**src/hdl/hpa_pkg.sv**
```systemverilog
`timescale 1ns / 1ps
// ----------------------------------------------------------------------------
// hpa_pkg
// Shared types, constants and helpers of the capped handle pool allocator.
// ----------------------------------------------------------------------------
package hpa_pkg;

	localparam int POOL_SLOTS = 64;
	localparam int HANDLE_W   = 6;
	localparam int COUNT_W    = 7;

	localparam logic [COUNT_W-1:0] INIT_COUNT_RST = 7'd4;
	localparam logic [COUNT_W-1:0] MAX_IN_USE_RST = 7'd6;

	typedef enum logic [1:0] {
		STAT_GRANTED   = 2'd0,
		STAT_EXHAUSTED = 2'd1,
		STAT_RELEASED  = 2'd2,
		STAT_IGNORED   = 2'd3
	} status_t;

	typedef enum logic {
		KIND_ACQUIRE = 1'b0,
		KIND_RELEASE = 1'b1
	} kind_t;

	typedef enum logic {
		REG_INITIAL_COUNT = 1'b0,
		REG_MAX_IN_USE    = 1'b1
	} reg_idx_t;

	typedef enum logic {
		S_IDLE = 1'b0,
		S_EXEC = 1'b1
	} state_t;

	// Preload depth saturates at the pool size.
	function automatic logic [COUNT_W-1:0] preload_count(input logic [COUNT_W-1:0] v);
		logic [COUNT_W-1:0] lim;
		lim = COUNT_W'(POOL_SLOTS);
		return (v > lim) ? lim : v;
	endfunction

endpackage

```
**src/hdl/hpa_stack_mem.sv**
```systemverilog
`timescale 1ns / 1ps
// ----------------------------------------------------------------------------
// hpa_stack_mem
// Free stack storage: synchronous RAM with a registered read. A per-entry
// written bit stands in for the preload: an unwritten entry reads as its index.
// ----------------------------------------------------------------------------
module hpa_stack_mem (
	input  logic                         clk,
	input  logic                         arst_n,
	input  logic                         clear,
	input  logic                         rd_en,
	input  logic [hpa_pkg::HANDLE_W-1:0] rd_addr,
	output logic [hpa_pkg::HANDLE_W-1:0] rd_data,
	input  logic                         wr_en,
	input  logic [hpa_pkg::HANDLE_W-1:0] wr_addr,
	input  logic [hpa_pkg::HANDLE_W-1:0] wr_data
);

	logic [hpa_pkg::HANDLE_W-1:0] mem [hpa_pkg::POOL_SLOTS];
	logic [hpa_pkg::POOL_SLOTS-1:0] written_q;

	logic [hpa_pkg::HANDLE_W-1:0] data_s1;
	logic [hpa_pkg::HANDLE_W-1:0] addr_s1;
	logic                         written_s1;

	always_ff @(posedge clk) begin
		if (wr_en) begin
			mem[wr_addr] <= wr_data;
		end
		if (rd_en) begin
			data_s1    <= mem[rd_addr];
			addr_s1    <= rd_addr;
			written_s1 <= written_q[rd_addr];
		end
	end

	always_ff @(posedge clk or negedge arst_n) begin
		if (!arst_n) begin
			written_q <= '0;
		end else if (clear) begin
			written_q <= '0;
		end else if (wr_en) begin
			written_q[wr_addr] <= 1'b1;
		end
	end

	assign rd_data = written_s1 ? data_s1 : addr_s1;

endmodule

```
**src/hdl/capped_handle_pool_allocator.sv**
```systemverilog
`timescale 1ns / 1ps
// Done: the accepting edge moves the sequencer to S_EXEC; done is registered
//   from S_EXEC. A new item is accepted only while idle: busy is high in S_EXEC,
//   where the update and write-back follow the stack read of the top entry.
// Reset: handles 0..3 sit on the free stack, limit 6; the preload is immediate
//   (per-entry written bits), no clearing pass. The receiver cannot stall.
// ----------------------------------------------------------------------------
// capped_handle_pool_allocator
// Hands out and takes back numbered handles from a LIFO free stack with
// in-use marks, a creation count and an in-use cap on creating new handles.
// ----------------------------------------------------------------------------
module capped_handle_pool_allocator (
	input  logic                         clk,
	input  logic                         arst_n,
	input  logic                         start,
	output logic                         busy,
	input  logic                         kind,
	input  logic [hpa_pkg::HANDLE_W-1:0] handle,
	input  logic                         cfg_we,
	input  logic                         cfg_index,
	input  logic [hpa_pkg::COUNT_W-1:0]  cfg_wdata,
	output logic                         done,
	output logic [1:0]                   status,
	output logic [hpa_pkg::HANDLE_W-1:0] granted_handle,
	output logic [hpa_pkg::COUNT_W-1:0]  in_use_count,
	output logic [hpa_pkg::COUNT_W-1:0]  free_count
);

	localparam int CW = hpa_pkg::COUNT_W;
	localparam int HW = hpa_pkg::HANDLE_W;

	hpa_pkg::state_t state_q, state_d;

	logic [CW-1:0] max_in_use_q;
	logic [CW-1:0] depth_q, depth_d;
	logic [CW-1:0] used_q, used_d;
	logic [CW-1:0] created_q, created_d;

	logic                           mark_mem [hpa_pkg::POOL_SLOTS];
	logic [hpa_pkg::POOL_SLOTS-1:0] mark_vld_q;
	logic                           mark_data_s1;
	logic                           mark_vld_s1;
	logic                           mark_hit;
	logic                           mark_wr;

	hpa_pkg::kind_t kind_s1;
	logic [HW-1:0]  handle_s1;

	logic accept;
	logic exec;
	logic init_wr;

	logic [HW-1:0] top_data;
	logic          mem_wr;
	logic [HW-1:0] mem_wr_addr;

	hpa_pkg::status_t stat_d;
	logic [HW-1:0]    grant_d;
	logic             mark_set;
	logic             mark_clr;
	logic [HW-1:0]    mark_idx;

	hpa_pkg::status_t status_q;
	logic [HW-1:0]    granted_q;
	logic [CW-1:0]    in_use_q;
	logic [CW-1:0]    free_q;
	logic             done_q;

	// ---------------- sequencer ----------------
	always_comb begin
		state_d = state_q;
		unique case (state_q)
			hpa_pkg::S_IDLE: if (start) state_d = hpa_pkg::S_EXEC;
			hpa_pkg::S_EXEC: state_d = hpa_pkg::S_IDLE;
			default:         state_d = hpa_pkg::S_IDLE;
		endcase
	end

	always_comb begin
		busy = 1'b0;
		exec = 1'b0;
		unique case (state_q)
			hpa_pkg::S_IDLE: begin
				busy = 1'b0;
				exec = 1'b0;
			end
			hpa_pkg::S_EXEC: begin
				busy = 1'b1;
				exec = 1'b1;
			end
			default: begin
				busy = 1'b0;
				exec = 1'b0;
			end
		endcase
	end

	always_ff @(posedge clk or negedge arst_n) begin
		if (!arst_n) begin
			state_q <= hpa_pkg::S_IDLE;
		end else begin
			state_q <= state_d;
		end
	end

	assign accept  = start && !busy;
	assign init_wr = cfg_we && (cfg_index == hpa_pkg::REG_INITIAL_COUNT);

	always_ff @(posedge clk) begin
		if (accept) begin
			kind_s1   <= hpa_pkg::kind_t'(kind);
			handle_s1 <= handle;
		end
	end

	// ---------------- stack memory ----------------
	hpa_stack_mem u_stack (
		.clk     (clk),
		.arst_n  (arst_n),
		.clear   (init_wr),
		.rd_en   (accept),
		.rd_addr (HW'(depth_q - CW'(1))),
		.rd_data (top_data),
		.wr_en   (mem_wr),
		.wr_addr (mem_wr_addr),
		.wr_data (handle_s1)
	);

	// ---------------- in-use mark memory ----------------
	// read at the released handle on accept; an unwritten entry reads as clear
	always_ff @(posedge clk) begin
		if (mark_wr) begin
			mark_mem[mark_idx] <= mark_set;
		end
		if (accept) begin
			mark_data_s1 <= mark_mem[handle];
			mark_vld_s1  <= mark_vld_q[handle];
		end
	end

	always_ff @(posedge clk or negedge arst_n) begin
		if (!arst_n) begin
			mark_vld_q <= '0;
		end else if (init_wr) begin
			mark_vld_q <= '0;
		end else if (mark_wr) begin
			mark_vld_q[mark_idx] <= 1'b1;
		end
	end

	assign mark_hit = mark_vld_s1 && mark_data_s1;
	assign mark_wr  = exec && (mark_set || mark_clr);

	// ---------------- item update ----------------
	always_comb begin
		depth_d     = depth_q;
		used_d      = used_q;
		created_d   = created_q;
		stat_d      = hpa_pkg::STAT_IGNORED;
		grant_d     = '0;
		mark_set    = 1'b0;
		mark_clr    = 1'b0;
		mark_idx    = handle_s1;
		mem_wr      = 1'b0;
		mem_wr_addr = depth_q[HW-1:0];
		case (kind_s1)
			hpa_pkg::KIND_ACQUIRE: begin
				if (depth_q != '0) begin
					depth_d  = depth_q - CW'(1);
					grant_d  = top_data;
					mark_set = 1'b1;
					mark_idx = top_data;
					used_d   = used_q + CW'(1);
					stat_d   = hpa_pkg::STAT_GRANTED;
				end else if (used_q < max_in_use_q &&
				             created_q < CW'(hpa_pkg::POOL_SLOTS)) begin
					grant_d   = created_q[HW-1:0];
					created_d = created_q + CW'(1);
					mark_set  = 1'b1;
					mark_idx  = created_q[HW-1:0];
					used_d    = used_q + CW'(1);
					stat_d    = hpa_pkg::STAT_GRANTED;
				end else begin
					stat_d = hpa_pkg::STAT_EXHAUSTED;
				end
			end
			default: begin
				if (mark_hit && depth_q < CW'(hpa_pkg::POOL_SLOTS)) begin
					mark_clr = 1'b1;
					if (used_q != '0) used_d = used_q - CW'(1);
					mem_wr  = exec;
					depth_d = depth_q + CW'(1);
					stat_d  = hpa_pkg::STAT_RELEASED;
				end else begin
					stat_d = hpa_pkg::STAT_IGNORED;
				end
			end
		endcase
	end

	always_ff @(posedge clk or negedge arst_n) begin
		if (!arst_n) begin
			max_in_use_q <= hpa_pkg::MAX_IN_USE_RST;
			depth_q      <= hpa_pkg::preload_count(hpa_pkg::INIT_COUNT_RST);
			created_q    <= hpa_pkg::preload_count(hpa_pkg::INIT_COUNT_RST);
			used_q       <= '0;
			done_q       <= 1'b0;
		end else begin
			done_q <= exec;
			if (cfg_we) begin
				unique case (hpa_pkg::reg_idx_t'(cfg_index))
					hpa_pkg::REG_INITIAL_COUNT: begin
						depth_q   <= hpa_pkg::preload_count(cfg_wdata);
						created_q <= hpa_pkg::preload_count(cfg_wdata);
						used_q    <= '0;
					end
					hpa_pkg::REG_MAX_IN_USE: max_in_use_q <= cfg_wdata;
					default: ;
				endcase
			end else if (exec) begin
				depth_q   <= depth_d;
				used_q    <= used_d;
				created_q <= created_d;
			end
		end
	end

	// result beat registers
	always_ff @(posedge clk) begin
		if (exec) begin
			status_q  <= stat_d;
			granted_q <= grant_d;
			in_use_q  <= used_d;
			free_q    <= depth_d;
		end
	end

	assign done           = done_q;
	assign status         = status_q;
	assign granted_handle = granted_q;
	assign in_use_count   = in_use_q;
	assign free_count     = free_q;

	// ---------------- checks ----------------
	a_done_after_exec: assert property (@(posedge clk) disable iff (!arst_n)
		done |-> $past(state_q == hpa_pkg::S_EXEC))
		else $error("result beat without an executed item");

	a_done_not_busy: assert property (@(posedge clk) disable iff (!arst_n)
		done |-> !busy)
		else $error("result beat while an item is executing");

	a_depth_bound: assert property (@(posedge clk) disable iff (!arst_n)
		depth_q <= CW'(hpa_pkg::POOL_SLOTS) && created_q <= CW'(hpa_pkg::POOL_SLOTS))
		else $error("stack depth or created count beyond pool size");

	a_grant_zero: assert property (@(posedge clk) disable iff (!arst_n)
		(done && status != hpa_pkg::STAT_GRANTED) |-> granted_handle == '0)
		else $error("nonzero handle on a non-grant beat");

	a_release_pushes: assert property (@(posedge clk) disable iff (!arst_n)
		(done && status == hpa_pkg::STAT_RELEASED) |-> $past(mem_wr))
		else $error("release reported without a stack push");

endmodule

```
**config.mk**
```make
export PLATFORM = sky130hd
export DESIGN_NAME = capped_handle_pool_allocator
export DESIGN_NICKNAME = d
export VERILOG_FILES = /design/src/hdl/hpa_pkg.sv /design/src/hdl/hpa_stack_mem.sv /design/src/hdl/capped_handle_pool_allocator.sv
export SDC_FILE = /design/constraint.sdc
export NUM_CORES = 1
export LEC_CHECK = 0
export BUFFER_PORTS_ARGS = -buffer_cell sky130_fd_sc_hd__buf_4
export CAP_MARGIN = 20
export CORE_UTILIZATION = 51
export CTS_CLUSTER_DIAMETER = 100
export DETAILED_ROUTE_END_ITERATION = 8
export GPL_ROUTABILITY_DRIVEN = 1
export PLACE_DENSITY = 0.67
export SKIP_CTS_REPAIR_TIMING = 1
export SYNTH_ARGS = -nofsm -noshare
export SYNTH_HDL_FRONTEND = slang
export SYNTH_HIERARCHICAL = 1
export SYNTH_SLANG_ARGS = --single-unit
export TNS_END_PERCENT = 100
```
**constraint.sdc**
```tcl
create_clock -name clk -period 8.2 [get_ports clk]
set_clock_uncertainty 0.15 [all_clocks]
set_input_delay 0.41 -clock clk [delete_from_list [all_inputs] [get_ports clk]]
set_output_delay 0.41 -clock clk [all_outputs]
set_load 0.02 [all_outputs]
```
* After elaboration in Yosys (flattened, before gate mapping)
Memories as Yosys holds them, arrays and structs flattened. A register that Yosys moved wholly into a read port is not among the register bits. Index checks and enable logic that the tools add are counted.
Operators by class: muxes and demuxes 56, order comparisons 10, bitwise gates (word level) 4, reductions and logical operators 19, $add $sub $neg 5, eq/ne operators 3
Operator list (count):
- two-way mux 64 bit | 4
- two-way mux 7 bit | 20
- OR 64 bit | 2
- two-way mux 6 bit | 6
- < comparator 6 x 7 -> 1 bit, second input constant | 4
- adder 7 x 1 -> 7 bit, second input constant | 3
- two-way mux 1 bit | 19
- < comparator 7 bit, second input constant | 2
- nonzero test 7 bit | 2
- subtractor 7 x 1 -> 7 bit, second input constant | 2
- binary-select mux 1 bit (select 6 bit) | 2
- demux 1 bit (select 6 bit) | 2
- >= comparator 6 x 1 -> 1 bit, second input constant | 2
- logical AND 1 bit | 8
- nonzero test 2 bit | 4
- greater-than comparator 7 bit, second input constant | 1
- < comparator 7 bit | 1
- != test 2 bit, second input constant | 3
- AND reduction 5 bit | 1
- one-hot mux 1 bit (2 select lines) | 2
- AND reduction 2 bit | 2
- two-way mux 2 bit | 1
- NOT 1 bit | 2
- zero test 1 bit | 1
- logical OR 1 bit | 1
Word-level totals: bits in writable memories 448, register bits 195, memories kept 2, output and inout port bits 24, input port bits 19
Memory list:
- u_stack.mem | words 64, width 6, read ports 1, clocked after memory_dff 1, write ports 1, RTL line hpa_stack_mem.sv:19 | logic [hpa_pkg::HANDLE_W-1:0] mem [hpa_pkg::POOL_SLOTS];
- mark_mem | words 64, width 1, read ports 1, clocked after memory_dff 1, write ports 1, RTL line capped_handle_pool_allocator.sv:39 | logic mark_mem [hpa_pkg::POOL_SLOTS];

* Logic depth before layout (Yosys ltp)
Gate-level depths: netlist of the first run.
word-level depth 12, depth in mapped cells 13, depth with buffers taken out 11

* Modules after synthesis
The synthesis of the first run kept the hierarchy.
By module, submodules not included:
- hpa_stack_mem | times used 1, cells each 985, area each 18207.5 um2, seq. area each 13523.0 um2
- capped_handle_pool_allocator | times used 1, cells each 756, area each 9031.2 um2, seq. area each 5210.0 um2

* Least setup slack after synthesis of the first run
Ideal clock, no wire load.
path type reg-to-reg, start register state_q, end memory u_stack/mem[48][0] (netlist name) (enable), library setup time 0.389 ns, data required time 7.661 ns, data arrival time 2.569 ns, clock period less this slack 3.108 ns, slack 5.092 ns, stages on the path, launching flop included 6, path through dfrtp_1 inv_1 nor2_1 nand3_1 or2_2 nor4_1
Between the ends: word-level cells in the longest chain between the ends 6
RTL lines:
- from (decl) | RTL line capped_handle_pool_allocator.sv:32 | hpa_pkg::state_t state_q, state_d;
- from (signal assigned) | RTL line capped_handle_pool_allocator.sv:100 | state_q <= hpa_pkg::S_IDLE;
- from (signal assigned) | RTL line capped_handle_pool_allocator.sv:102 | state_q <= state_d;
- NOT 1 bit | RTL line capped_handle_pool_allocator.sv:82 | unique case (state_q)
- one-hot mux 1 bit (2 select lines) (*) | RTL line capped_handle_pool_allocator.sv:82
- two-way mux 1 bit (*) | RTL line capped_handle_pool_allocator.sv:188 | if (mark_hit && depth_q < CW'(hpa_pkg::POOL_SLOTS)) begin
- two-way mux 1 bit (*) | RTL line capped_handle_pool_allocator.sv:166 | case (kind_s1)
- net mem_wr | RTL line capped_handle_pool_allocator.sv:54 | logic mem_wr;
- two-way mux 1 bit (*) | RTL line hpa_stack_mem.sv:27 | if (wr_en) begin
- two-way mux 1 bit (implied by the code) (*) | RTL line hpa_stack_mem.sv:28 | mem[wr_addr] <= wr_data;
- to (decl) | RTL line hpa_stack_mem.sv:19
Mark *: on every way through the listed nets, which the timed path passes. The rest lies on a longest branch.

* Worst setup path after layout of the first run
start register depth_q[0], end register u_stack/data_s1[2] (netlist name), read port of u_stack.mem (data pin)
Between the ends: word-level cells in the longest chain between the ends 1
RTL lines:
- from (decl) | RTL line capped_handle_pool_allocator.sv:35 | logic [CW-1:0] depth_q, depth_d;
- from (signal assigned) | RTL line capped_handle_pool_allocator.sv:204 | depth_q <= hpa_pkg::preload_count(hpa_pkg::INIT_COUNT_RST);
- from (signal assigned) | RTL line capped_handle_pool_allocator.sv:213 | depth_q <= hpa_pkg::preload_count(cfg_wdata);
- from (signal assigned) | RTL line capped_handle_pool_allocator.sv:221 | depth_q <= depth_d;
- subtractor 7 x 1 -> 7 bit
- to (decl) | RTL line hpa_stack_mem.sv:22 | logic [hpa_pkg::HANDLE_W-1:0] data_s1;
No other way between the ends. A chain may end at the register's enable or synchronous reset.

==> flow_results.xml, run 1 <==
<?xml version="1.0" encoding="UTF-8"?>
<metrics>
  <group name="clock_network">
    <metric name="root_buffer" unit="">sky130_fd_sc_hd__clkbuf_16</metric>
    <metric name="tritoncts_num_sinks" unit="">650</metric>
    <metric name="cts.path.max_buffers" unit="">3</metric>
    <metric name="cts_max_level" unit="">3</metric>
    <metric name="tritoncts.num_buffers" unit="">67</metric>
    <metric name="cts_tree" unit="">yes</metric>
    <metric name="clk_latency" unit="ns">0.61</metric>
    <metric name="clk_pin_slew_worst_paths" unit="ns">0.06</metric>
  </group>
  <group name="grt">
    <metric name="groute.usage.overall" unit="">0.241</metric>
    <metric name="grt_pass1_vias" unit="">15517</metric>
    <metric name="grt_antenna_before_repair" unit="">0</metric>
    <metric name="grt_start_max_net_pins" unit="">84</metric>
    <metric name="globalRouteOverflowTotal" unit="">0</metric>
    <metric name="grt_pass1_wl" unit="um">96800</metric>
  </group>
  <group name="setup_path">
    <metric name="setup.worst_path.class" unit="">reg -&gt; reg</metric>
    <metric name="worstSetupStartpointType" unit="">flop</metric>
    <metric name="worst-r2r-cell-count" unit="">7</metric>
    <metric name="crit_fanout" unit="">43</metric>
    <metric name="critical-path-slowest-cell" unit="">sky130_fd_sc_hd__buf_4</metric>
    <metric name="reg2reg_setup_slack" unit="ns">3.73</metric>
    <metric name="crit_path_end_kind" unit="">flop</metric>
    <metric name="timing.critical_path.cells" unit="">inv_6, buf_4, buf_4, mux4_1, o22ai_1, nor4_1, o22a_1</metric>
    <metric name="r2r-start" unit="">depth_q[0]</metric>
    <metric name="critical_path.max_stage_delay" unit="ns">0.84</metric>
    <metric name="critPathArrivalTime" unit="ns">4.69</metric>
    <metric name="critical_path_required" unit="ns">8.41</metric>
    <metric name="reg2reg_to" unit="">u_stack/data_s1[2]</metric>
    <metric name="crit_path_end" unit="">u_stack/data_s1[2]</metric>
    <metric name="critical_path.startpoint" unit="">depth_q[0]</metric>
    <metric name="worst_path_most_repeated_cell" unit="">sky130_fd_sc_hd__buf_4</metric>
  </group>
  <group name="route">
    <metric name="wirelength" unit="um">63800</metric>
    <metric name="drt_iter0_markers" unit="">1604</metric>
    <metric name="drt_pre_antenna_iters" unit="">7</metric>
    <metric name="ant_nets" unit="">0</metric>
    <metric name="detailroute.via_count" unit="">15707</metric>
    <metric name="remaining_drc_errors" unit="">0</metric>
    <metric name="vias_per_cell" unit="">6.21</metric>
    <metric name="routedWlPerCell" unit="um">25.2</metric>
  </group>
  <group name="yosys">
    <metric name="synth_edf_count" unit="">492</metric>
    <metric name="syn_inst" unit="">1741</metric>
    <metric name="syn_area_per_cell" unit="um^2">15.6</metric>
    <metric name="synth_cell_types" unit="">75</metric>
    <metric name="ys_async_sr_fraction" unit="">0.243</metric>
    <metric name="yosysWarnings" unit="">6</metric>
    <metric name="postSynthRegisterBits" unit="">650</metric>
    <metric name="synth.yosys.seq_area_share" unit="">0.688</metric>
    <metric name="number_of_nets_produced_by_synthesis" unit="">1772</metric>
    <metric name="ys.flop_type" unit="">sky130_fd_sc_hd__edfxtp_1</metric>
    <metric name="synthesis.area" unit="mm^2">0.0272</metric>
  </group>
  <group name="sta">
    <metric name="setup_viol_count_final" unit="">0</metric>
    <metric name="timing.final.hold_violations" unit="">0</metric>
    <metric name="achievable-frequency" unit="GHz">0.224</metric>
    <metric name="tightestPinTransition" unit="ns">1.03</metric>
    <metric name="final.period_utilization" unit="">0.545</metric>
    <metric name="timing.slew.headroom" unit="">0.311</metric>
    <metric name="final_critical_period" unit="ns">4.47</metric>
    <metric name="rsz0062_at_grt" unit="">no</metric>
    <metric name="fin_tns_setup" unit="ns">0</metric>
    <metric name="slew_viols_final" unit="">0</metric>
  </group>
  <group name="die">
    <metric name="die_y" unit="um">233</metric>
    <metric name="design.portCount" unit="">43</metric>
    <metric name="placementRows" unit="">84</metric>
    <metric name="core" unit="mm^2">0.0527</metric>
    <metric name="dieArea" unit="mm^2">0.0543</metric>
    <metric name="initial_utilization" unit="">0.517</metric>
    <metric name="dieWidth" unit="um">233</metric>
  </group>
  <group name="power_and_ir_drop">
    <metric name="p_leak" unit="nW">10.7</metric>
    <metric name="power-per-cell-area" unit="mW/mm^2">274</metric>
    <metric name="p_total" unit="W">0.00834</metric>
    <metric name="max-vdd-ir-drop" unit="uV">208</metric>
  </group>
  <group name="cells_and_area">
    <metric name="finalNetCount" unit="">1819</metric>
    <metric name="final.fill_count" unit="">3980</metric>
    <metric name="drive_above_1_share" unit="">0.198</metric>
    <metric name="syn_to_final_growth" unit="%">11.6</metric>
    <metric name="insertedDiodeCount" unit="">0</metric>
  </group>
  <group name="placement">
    <metric name="routabilityCongestion" unit="">0.876</metric>
    <metric name="io_buffers" unit="">42</metric>
    <metric name="detailed_place_hpwl" unit="um">39000</metric>
  </group>
  <group name="min_path">
    <metric name="type_of_the_tightest_min_delay_check" unit="">in -&gt; reg</metric>
  </group>
  <group name="run">
    <metric name="timing.max_cap.violations" unit="">0</metric>
  </group>
  <group name="status">
    <metric name="outcome" unit="">completed</metric>
  </group>
</metrics>
==> layout by cell type (no fill, tap or decap), types with 7 or more instances in the layout <==
master	netlist	routed
sky130_fd_sc_hd__edfxtp_1	492	492
sky130_fd_sc_hd__nor2_1	299	299
sky130_fd_sc_hd__dfrtp_1	154	154
sky130_fd_sc_hd__mux4_2	142	142
sky130_fd_sc_hd__nand2_1	122	122
sky130_fd_sc_hd__o21ai_0	79	79
sky130_fd_sc_hd__clkbuf_16	0	70
sky130_fd_sc_hd__buf_4	7	61
sky130_fd_sc_hd__nand3_1	28	28
sky130_fd_sc_hd__o22ai_1	25	25
sky130_fd_sc_hd__clkbuf_1	51	19
sky130_fd_sc_hd__a21oi_1	18	18
sky130_fd_sc_hd__inv_1	20	17
sky130_fd_sc_hd__nor3_1	15	15
sky130_fd_sc_hd__clkinv_2	0	15
sky130_fd_sc_hd__mux2_2	15	15
sky130_fd_sc_hd__nor2b_1	14	13
sky130_fd_sc_hd__ha_1	12	12
sky130_fd_sc_hd__dlygate4sd3_1	0	12
sky130_fd_sc_hd__mux4_1	12	12
sky130_fd_sc_hd__o211ai_1	11	11
sky130_fd_sc_hd__a31oi_1	11	11
sky130_fd_sc_hd__nand2b_1	11	10
sky130_fd_sc_hd__o221ai_1	8	8
sky130_fd_sc_hd__o21a_1	8	8
sky130_fd_sc_hd__xor2_1	8	7
sky130_fd_sc_hd__xnor2_1	8	7
sky130_fd_sc_hd__mux2i_1	7	7
==> metrics by stage <==
step	instances	utilization	hold WS [ns]	area, um^2	setup slack (ns)
floorplan	1741	-	-0.0356	27200	5.09
global placement	2390	0.533	0.308	28100	3.51
detailed placement	2392	0.533	0.318	28100	3.56
CTS	2515	0.574	-0.220	30200	3.54
global route	2530	0.578	0.0307	30400	3.43
finish	2530	0.578	0.0394	30400	3.73
==> cell families (layout without fill, tap and decap cells) <==
group	Yosys count	in the layout	share of synthesized area
DFF	650	650	0.688
buffers and inverters	122	223	0.0234
muxes	176	176	0.138
adders and majority gates	12	12	0.00551
and+or+nand+nor	540	540	0.0860
AOI/OAI and AO/OA	225	225	0.0545
xor gates and xnor gates	16	16	0.00514
==> per-layer routing <==
layer	routed length [um]	track usage	vias to the layer above	share of wire
met2	30900	0.381	648	0.48
met3	4380	0.0408	136	0.069
li1	-	-	6757	-
met4	1980	0.0835	0	0.031
met5	0	0	-	0
met1	26600	0.340	8166	0.42
==> Yosys cell counts (4+ instances only) <==
master                     instances  area share
sky130_fd_sc_hd__nor2b_1          14      0.0032
sky130_fd_sc_hd__buf_6            10      0.0041
sky130_fd_sc_hd__a21o_1            5      0.0014
sky130_fd_sc_hd__nand2_1         122       0.017
sky130_fd_sc_hd__o32ai_1           5      0.0016
sky130_fd_sc_hd__o221ai_1          8      0.0026
sky130_fd_sc_hd__ha_1             12      0.0055
sky130_fd_sc_hd__dfrtp_1         154        0.14
sky130_fd_sc_hd__nand3b_1          6      0.0017
sky130_fd_sc_hd__mux4_2          142        0.12
sky130_fd_sc_hd__o211ai_1         11      0.0030
sky130_fd_sc_hd__o21a_1            8      0.0022
sky130_fd_sc_hd__xor2_1            8      0.0026
sky130_fd_sc_hd__a31oi_1          11      0.0025
sky130_fd_sc_hd__a22oi_1           4      0.0011
sky130_fd_sc_hd__mux2i_1           7      0.0026
sky130_fd_sc_hd__o21ai_0          79       0.015
sky130_fd_sc_hd__edfxtp_1        492        0.54
sky130_fd_sc_hd__o41ai_1           5      0.0016
sky130_fd_sc_hd__inv_1            20      0.0028
sky130_fd_sc_hd__o22ai_1          25      0.0057
sky130_fd_sc_hd__or3_1             6      0.0014
sky130_fd_sc_hd__nand2b_1         11      0.0025
sky130_fd_sc_hd__nor3_1           15      0.0028
sky130_fd_sc_hd__nand3_1          28      0.0051
sky130_fd_sc_hd__a21oi_1          18      0.0033
sky130_fd_sc_hd__mux4_1           12       0.012
sky130_fd_sc_hd__and2_1            6      0.0014
sky130_fd_sc_hd__dfstp_2           4      0.0039
sky130_fd_sc_hd__buf_4             7      0.0019
sky130_fd_sc_hd__nor2_1          299       0.041
sky130_fd_sc_hd__a22o_1            6      0.0019
sky130_fd_sc_hd__o22a_1            5      0.0016
sky130_fd_sc_hd__a211oi_1          6      0.0017
sky130_fd_sc_hd__clkbuf_1         51      0.0070
sky130_fd_sc_hd__buf_2            24      0.0044
sky130_fd_sc_hd__xnor2_1           8      0.0026
sky130_fd_sc_hd__buf_1             5     0.00069
sky130_fd_sc_hd__mux2_2           15      0.0062
sky130_fd_sc_hd__o21ai_1           6      0.0011
==> registers in the layout, indices dropped and copies added, names as in the netlist <==
| name | cells |
|---|---|
| max_in_use_q | 7 |
| mark_vld_s1 | 1 |
| status | 2 |
| handle_s1 | 6 |
| mark_mem | 64 |
| granted_handle | 6 |
| mark_data_s1 | 1 |
| mark_vld_q | 64 |
| u_stack/written_s1 | 1 |
| in_use_count | 7 |
| done | 1 |
| u_stack/mem | 384 |
| u_stack/written_q | 64 |
| free_count | 7 |
| u_stack/addr_s1 | 6 |
| state_q | 1 |
| kind_s1 | 1 |
| depth_q | 7 |
| u_stack/data_s1 | 6 |
| used_q | 7 |
| created_q | 7 |
==> report_power, final <==
group | internal [W] | switching, W | total [W]
clock | 0.00172 | 0.00125 | 0.00297
sequential | 0.00366 | 0.0000896 | 0.00375
combinational | 0.000615 | 0.00101 | 0.00162
==> worst max-delay path, delay by kind of cell, from the launching register on <==
kind,cells,cell delay (ns)
AND/OR/NAND/NOR,1,0.11
buffers and inverters,3,2.04
flip-flops,1,0.61
multiplexers,1,0.72
AO/OA/AOI/OAI,2,0.51
==> cell type report <==
class,instances,area [um^2],area share
flip-flops and latches,650,18700,0.616
multi-input cells,969,7910,0.260
clock inverters,28,250,0.00823
clock buffers,95,1900,0.0625
inverters,21,85.1,0.00280
well taps,688,861,0.0283
repair buffers,79,674,0.0222
==> worst min path at each step <==
stage	start	end	slack, ns	cells after the start
after floorplan	arst_n	created_q[0]	-0.04	0
after global placement	mark_vld_q[25]	mark_vld_q[25]	0.31	2
after detailed placement	mark_vld_q[59]	mark_vld_q[59]	0.32	2
after CTS	arst_n	u_stack/written_q[32]	-0.22	1
after global routing	handle[2]	handle_s1[2]	0.03	1
final	handle[2]	handle_s1[2]	0.04	1
Note: power is estimated with default switching activity, not from simulation.
==> inputs of run 2 (changes only) <==
Settings changed: ABC_AREA from default to 1, PLACE_DENSITY 0.67 to 0.69.
Clock period 8.2 ns to 4 ns, I/O delays scaled along.
==> flow_results.xml, run 2 <==
<?xml version="1.0" encoding="UTF-8"?>
<metrics>
  <group name="status">
    <metric name="outcome" unit="">finished, violations left</metric>
    <metric name="violated_checks" unit="">negative hold slack</metric>
  </group>
  <group name="run">
    <metric name="timing.max_cap.violations" unit="">0</metric>
  </group>
  <group name="sta">
    <metric name="final_critical_period" unit="ns">3.09</metric>
    <metric name="timing.slew.headroom" unit="">0.228</metric>
    <metric name="final.period_utilization" unit="">0.773</metric>
    <metric name="achievable-frequency" unit="GHz">0.323</metric>
    <metric name="tightestPinTransition" unit="ns">1.16</metric>
    <metric name="final.setup.worst_slack" unit="ns">0.907</metric>
    <metric name="slew_viols_final" unit="">0</metric>
    <metric name="fin_tns_setup" unit="ns">0</metric>
    <metric name="setup_viol_count_final" unit="">0</metric>
    <metric name="timing.final.hold_violations" unit="">2</metric>
    <metric name="rsz0062_at_grt" unit="">no</metric>
    <metric name="fin_hold_ws" unit="ns">-0.0120</metric>
  </group>
  <group name="yosys">
    <metric name="ys_async_sr_fraction" unit="">0.243</metric>
    <metric name="ys.flop_type" unit="">sky130_fd_sc_hd__edfxtp_1</metric>
    <metric name="synth.yosys.seq_area_share" unit="">0.655</metric>
    <metric name="postSynthRegisterBits" unit="">650</metric>
    <metric name="netlist.top_cell.by_area" unit="">sky130_fd_sc_hd__edfxtp_1</metric>
    <metric name="synth_area_leaders" unit="">sky130_fd_sc_hd__edfxtp_1 (52%), sky130_fd_sc_hd__dfrtp_1 (13%), sky130_fd_sc_hd__nand2_1 (10%)</metric>
    <metric name="synthMostInstantiatedCell" unit="">sky130_fd_sc_hd__nand2_1</metric>
    <metric name="syn_inst" unit="">2842</metric>
    <metric name="yosysWarnings" unit="">6</metric>
    <metric name="syn_area_per_cell" unit="um^2">10.1</metric>
    <metric name="synthesis.area" unit="mm^2">0.0286</metric>
    <metric name="number_of_nets_produced_by_synthesis" unit="">2873</metric>
    <metric name="synth_edf_count" unit="">492</metric>
    <metric name="yosysTopAreaCellShare" unit="">0.516</metric>
    <metric name="synth_cell_types" unit="">45</metric>
    <metric name="synth_commonest_cells" unit="">sky130_fd_sc_hd__nand2_1 (763), sky130_fd_sc_hd__edfxtp_1 (492), sky130_fd_sc_hd__nand3_1 (408), sky130_fd_sc_hd__nor2_1 (279), sky130_fd_sc_hd__inv_1 (219)</metric>
  </group>
  <group name="cells_and_area">
    <metric name="largest_reg_flops" unit="">384</metric>
    <metric name="final_cell_mix" unit="">sky130_fd_sc_hd__nand2_1 (763), sky130_fd_sc_hd__edfxtp_1 (492), sky130_fd_sc_hd__nand3_1 (408), sky130_fd_sc_hd__nor2_1 (277), sky130_fd_sc_hd__inv_1 (216)</metric>
    <metric name="final.fill_count" unit="">4594</metric>
    <metric name="seq_area" unit="mm^2">0.0187</metric>
    <metric name="final_common_cell" unit="">sky130_fd_sc_hd__nand2_1</metric>
    <metric name="max_flop_register" unit="">u_stack/mem</metric>
    <metric name="drive_above_1_share" unit="">0.0844</metric>
    <metric name="insertedDiodeCount" unit="">0</metric>
    <metric name="final-instance-count-excl-fill" unit="">3663</metric>
    <metric name="finalNetCount" unit="">2894</metric>
    <metric name="multiInputGateArea" unit="mm^2">0.00831</metric>
    <metric name="syn_to_final_growth" unit="%">12.0</metric>
  </group>
  <group name="clock_network">
    <metric name="cts_max_level" unit="">3</metric>
    <metric name="root_buffer" unit="">sky130_fd_sc_hd__clkbuf_16</metric>
    <metric name="tritoncts.num_buffers" unit="">68</metric>
    <metric name="clk_pin_slew_worst_paths" unit="ns">0.06</metric>
    <metric name="cts_tree" unit="">yes</metric>
    <metric name="tritoncts_num_sinks" unit="">650</metric>
    <metric name="clk_latency" unit="ns">0.60</metric>
    <metric name="cts.path.max_buffers" unit="">3</metric>
  </group>
  <group name="setup_path">
    <metric name="setup.worst_path.class" unit="">reg -&gt; reg</metric>
    <metric name="worst-r2r-cell-count" unit="">13</metric>
    <metric name="r2r-start" unit="">depth_q[0]</metric>
    <metric name="timing.critical_path.cells" unit="">inv_6, ha_1, nand2_2, nor2_8, nor2_4, inv_2, nand2_4, nor2_1, a21oi_1, nand2_1, nor2_4, nand2_1, inv_1</metric>
    <metric name="worstSetupStartpointType" unit="">flop</metric>
    <metric name="crit_path_end_kind" unit="">flop</metric>
    <metric name="critical_path_required" unit="ns">4.17</metric>
    <metric name="critPathArrivalTime" unit="ns">3.27</metric>
    <metric name="reg2reg_to" unit="">mark_mem[11]</metric>
    <metric name="reg2reg_setup_slack" unit="ns">0.91</metric>
    <metric name="critical_path.max_stage_delay" unit="ns">0.57</metric>
    <metric name="critical-path-slowest-cell" unit="">sky130_fd_sc_hd__dfrtp_1</metric>
    <metric name="crit_fanout" unit="">13</metric>
  </group>
  <group name="die">
    <metric name="dieArea" unit="mm^2">0.0571</metric>
    <metric name="core" unit="mm^2">0.0553</metric>
    <metric name="placementRows" unit="">86</metric>
    <metric name="dieWidth" unit="um">239</metric>
    <metric name="die_y" unit="um">239</metric>
    <metric name="design.portCount" unit="">43</metric>
    <metric name="initial_utilization" unit="">0.517</metric>
  </group>
  <group name="route">
    <metric name="vias_per_cell" unit="">5.61</metric>
    <metric name="drt_iter0_markers" unit="">2276</metric>
    <metric name="ant_nets" unit="">0</metric>
    <metric name="wirelength" unit="um">72300</metric>
    <metric name="detailroute.via_count" unit="">20560</metric>
    <metric name="drt_pre_antenna_iters" unit="">8</metric>
    <metric name="routedWlPerCell" unit="um">19.7</metric>
    <metric name="remaining_drc_errors" unit="">0</metric>
  </group>
  <group name="grt">
    <metric name="globalRouteOverflowTotal" unit="">0</metric>
    <metric name="grt_start_max_net_pins" unit="">227</metric>
    <metric name="grt_antenna_before_repair" unit="">0</metric>
    <metric name="grt_pass1_vias" unit="">19348</metric>
    <metric name="groute.usage.overall" unit="">0.253</metric>
    <metric name="grt_pass1_wl" unit="um">110000</metric>
  </group>
  <group name="power_and_ir_drop">
    <metric name="p_total" unit="W">0.0182</metric>
    <metric name="max-vdd-ir-drop" unit="uV">412</metric>
    <metric name="p_leak" unit="nW">13.0</metric>
    <metric name="power-per-cell-area" unit="mW/mm^2">567</metric>
  </group>
  <group name="placement">
    <metric name="routabilityCongestion" unit="">0.936</metric>
    <metric name="detailed_place_hpwl" unit="um">42600</metric>
    <metric name="pre_cts_slack" unit="ns">0.964</metric>
    <metric name="io_buffers" unit="">42</metric>
    <metric name="place.detailed.instances" unit="">3524</metric>
  </group>
  <group name="min_path">
    <metric name="type_of_the_tightest_min_delay_check" unit="">in -&gt; reg</metric>
    <metric name="hold_path.startpoint" unit="">cfg_index</metric>
    <metric name="min_path_cells" unit="">4</metric>
    <metric name="hold_path_end" unit="">max_in_use_q[2]</metric>
  </group>
</metrics>
-- run 2: changes by cell type after synthesis, sizes merged, moves of 12 or more --
cell / delta
buf: +39
inv: +209
o21ai: +39
mux4: -154
a21oi: +82
o22ai: -12
nor2b: -14
nand3: +381
nand2: +648
-- run 2: worst max path at each step --
stage / to / slack, ns / cells after the start / start
floorplan: mark_mem[12] / 1.21 / 13 / max_in_use_q[2]
global placement: u_stack/data_s1[2] / 1.02 / 10 / depth_q[0]
detailed placement: mark_mem[2] / 0.96 / 13 / depth_q[0]
CTS: mark_mem[12] / 0.92 / 13 / depth_q[0]
global route: mark_mem[2] / 0.70 / 13 / depth_q[0]
finish: mark_mem[11] / 0.91 / 13 / depth_q[0]
-- run 2: cells by family (layout without fill, tap and decap cells) --
logic type	Yosys count	in the layout	share of synthesized area
mux	6	6	0.00236
xor+xnor	9	9	0.00276
fa+ha+maj	12	12	0.00525
simple gates	1517	1517	0.228
buf+inv	376	449	0.0561
flops	650	650	0.655
compound gates	272	272	0.0512
-- run 2: stage by stage --
step | area [um^2] | util
after global routing | 32000 | 0.579
after global placement | 29500 | 0.534
after floorplan | 28600 | -
after detailed placement | 29500 | 0.534
final | 32000 | 0.579
after CTS | 31900 | 0.576
-- run 2: area by class of cell --
type / instances / share of cell area
sequential: 650 / 0.585
multi-input combinational: 1816 / 0.259
clock buffer: 92 / 0.0601
tap: 748 / 0.0292
inverter: 234 / 0.0279
timing repair buffer: 93 / 0.0259
clock inverter: 30 / 0.0126
-- run 2: layer usage --
metal	share of wire	track usage	wire length [um]	up-vias
met1	0.42	0.353	30200	9935
li1	-	-	-	9600
met3	0.082	0.0490	5960	137
met4	0.030	0.0895	2200	0
met2	0.47	0.396	33900	888
met5	0	0	0	-
-- run 2: where the power goes --
part / switching (W) / internal, W / total, W
clock: 0.00260 / 0.00397 / 0.00657
sequential: 0.000163 / 0.00751 / 0.00767
combinational: 0.00284 / 0.00110 / 0.00394
total: 0.00559 / 0.0126 / 0.0182
-- run 2: worst max-delay path: cells and delay by family, from the launching register on --
| family | cells | cell delay [ns] |
|---|---|---|
| buffers and inverters | 3 | 0.25 |
| AO/OA/AOI/OAI | 1 | 0.18 |
| adder cells (fa/ha/maj) | 1 | 0.30 |
| AND/OR/NAND/NOR | 8 | 1.35 |
| flip-flops | 1 | 0.57 |
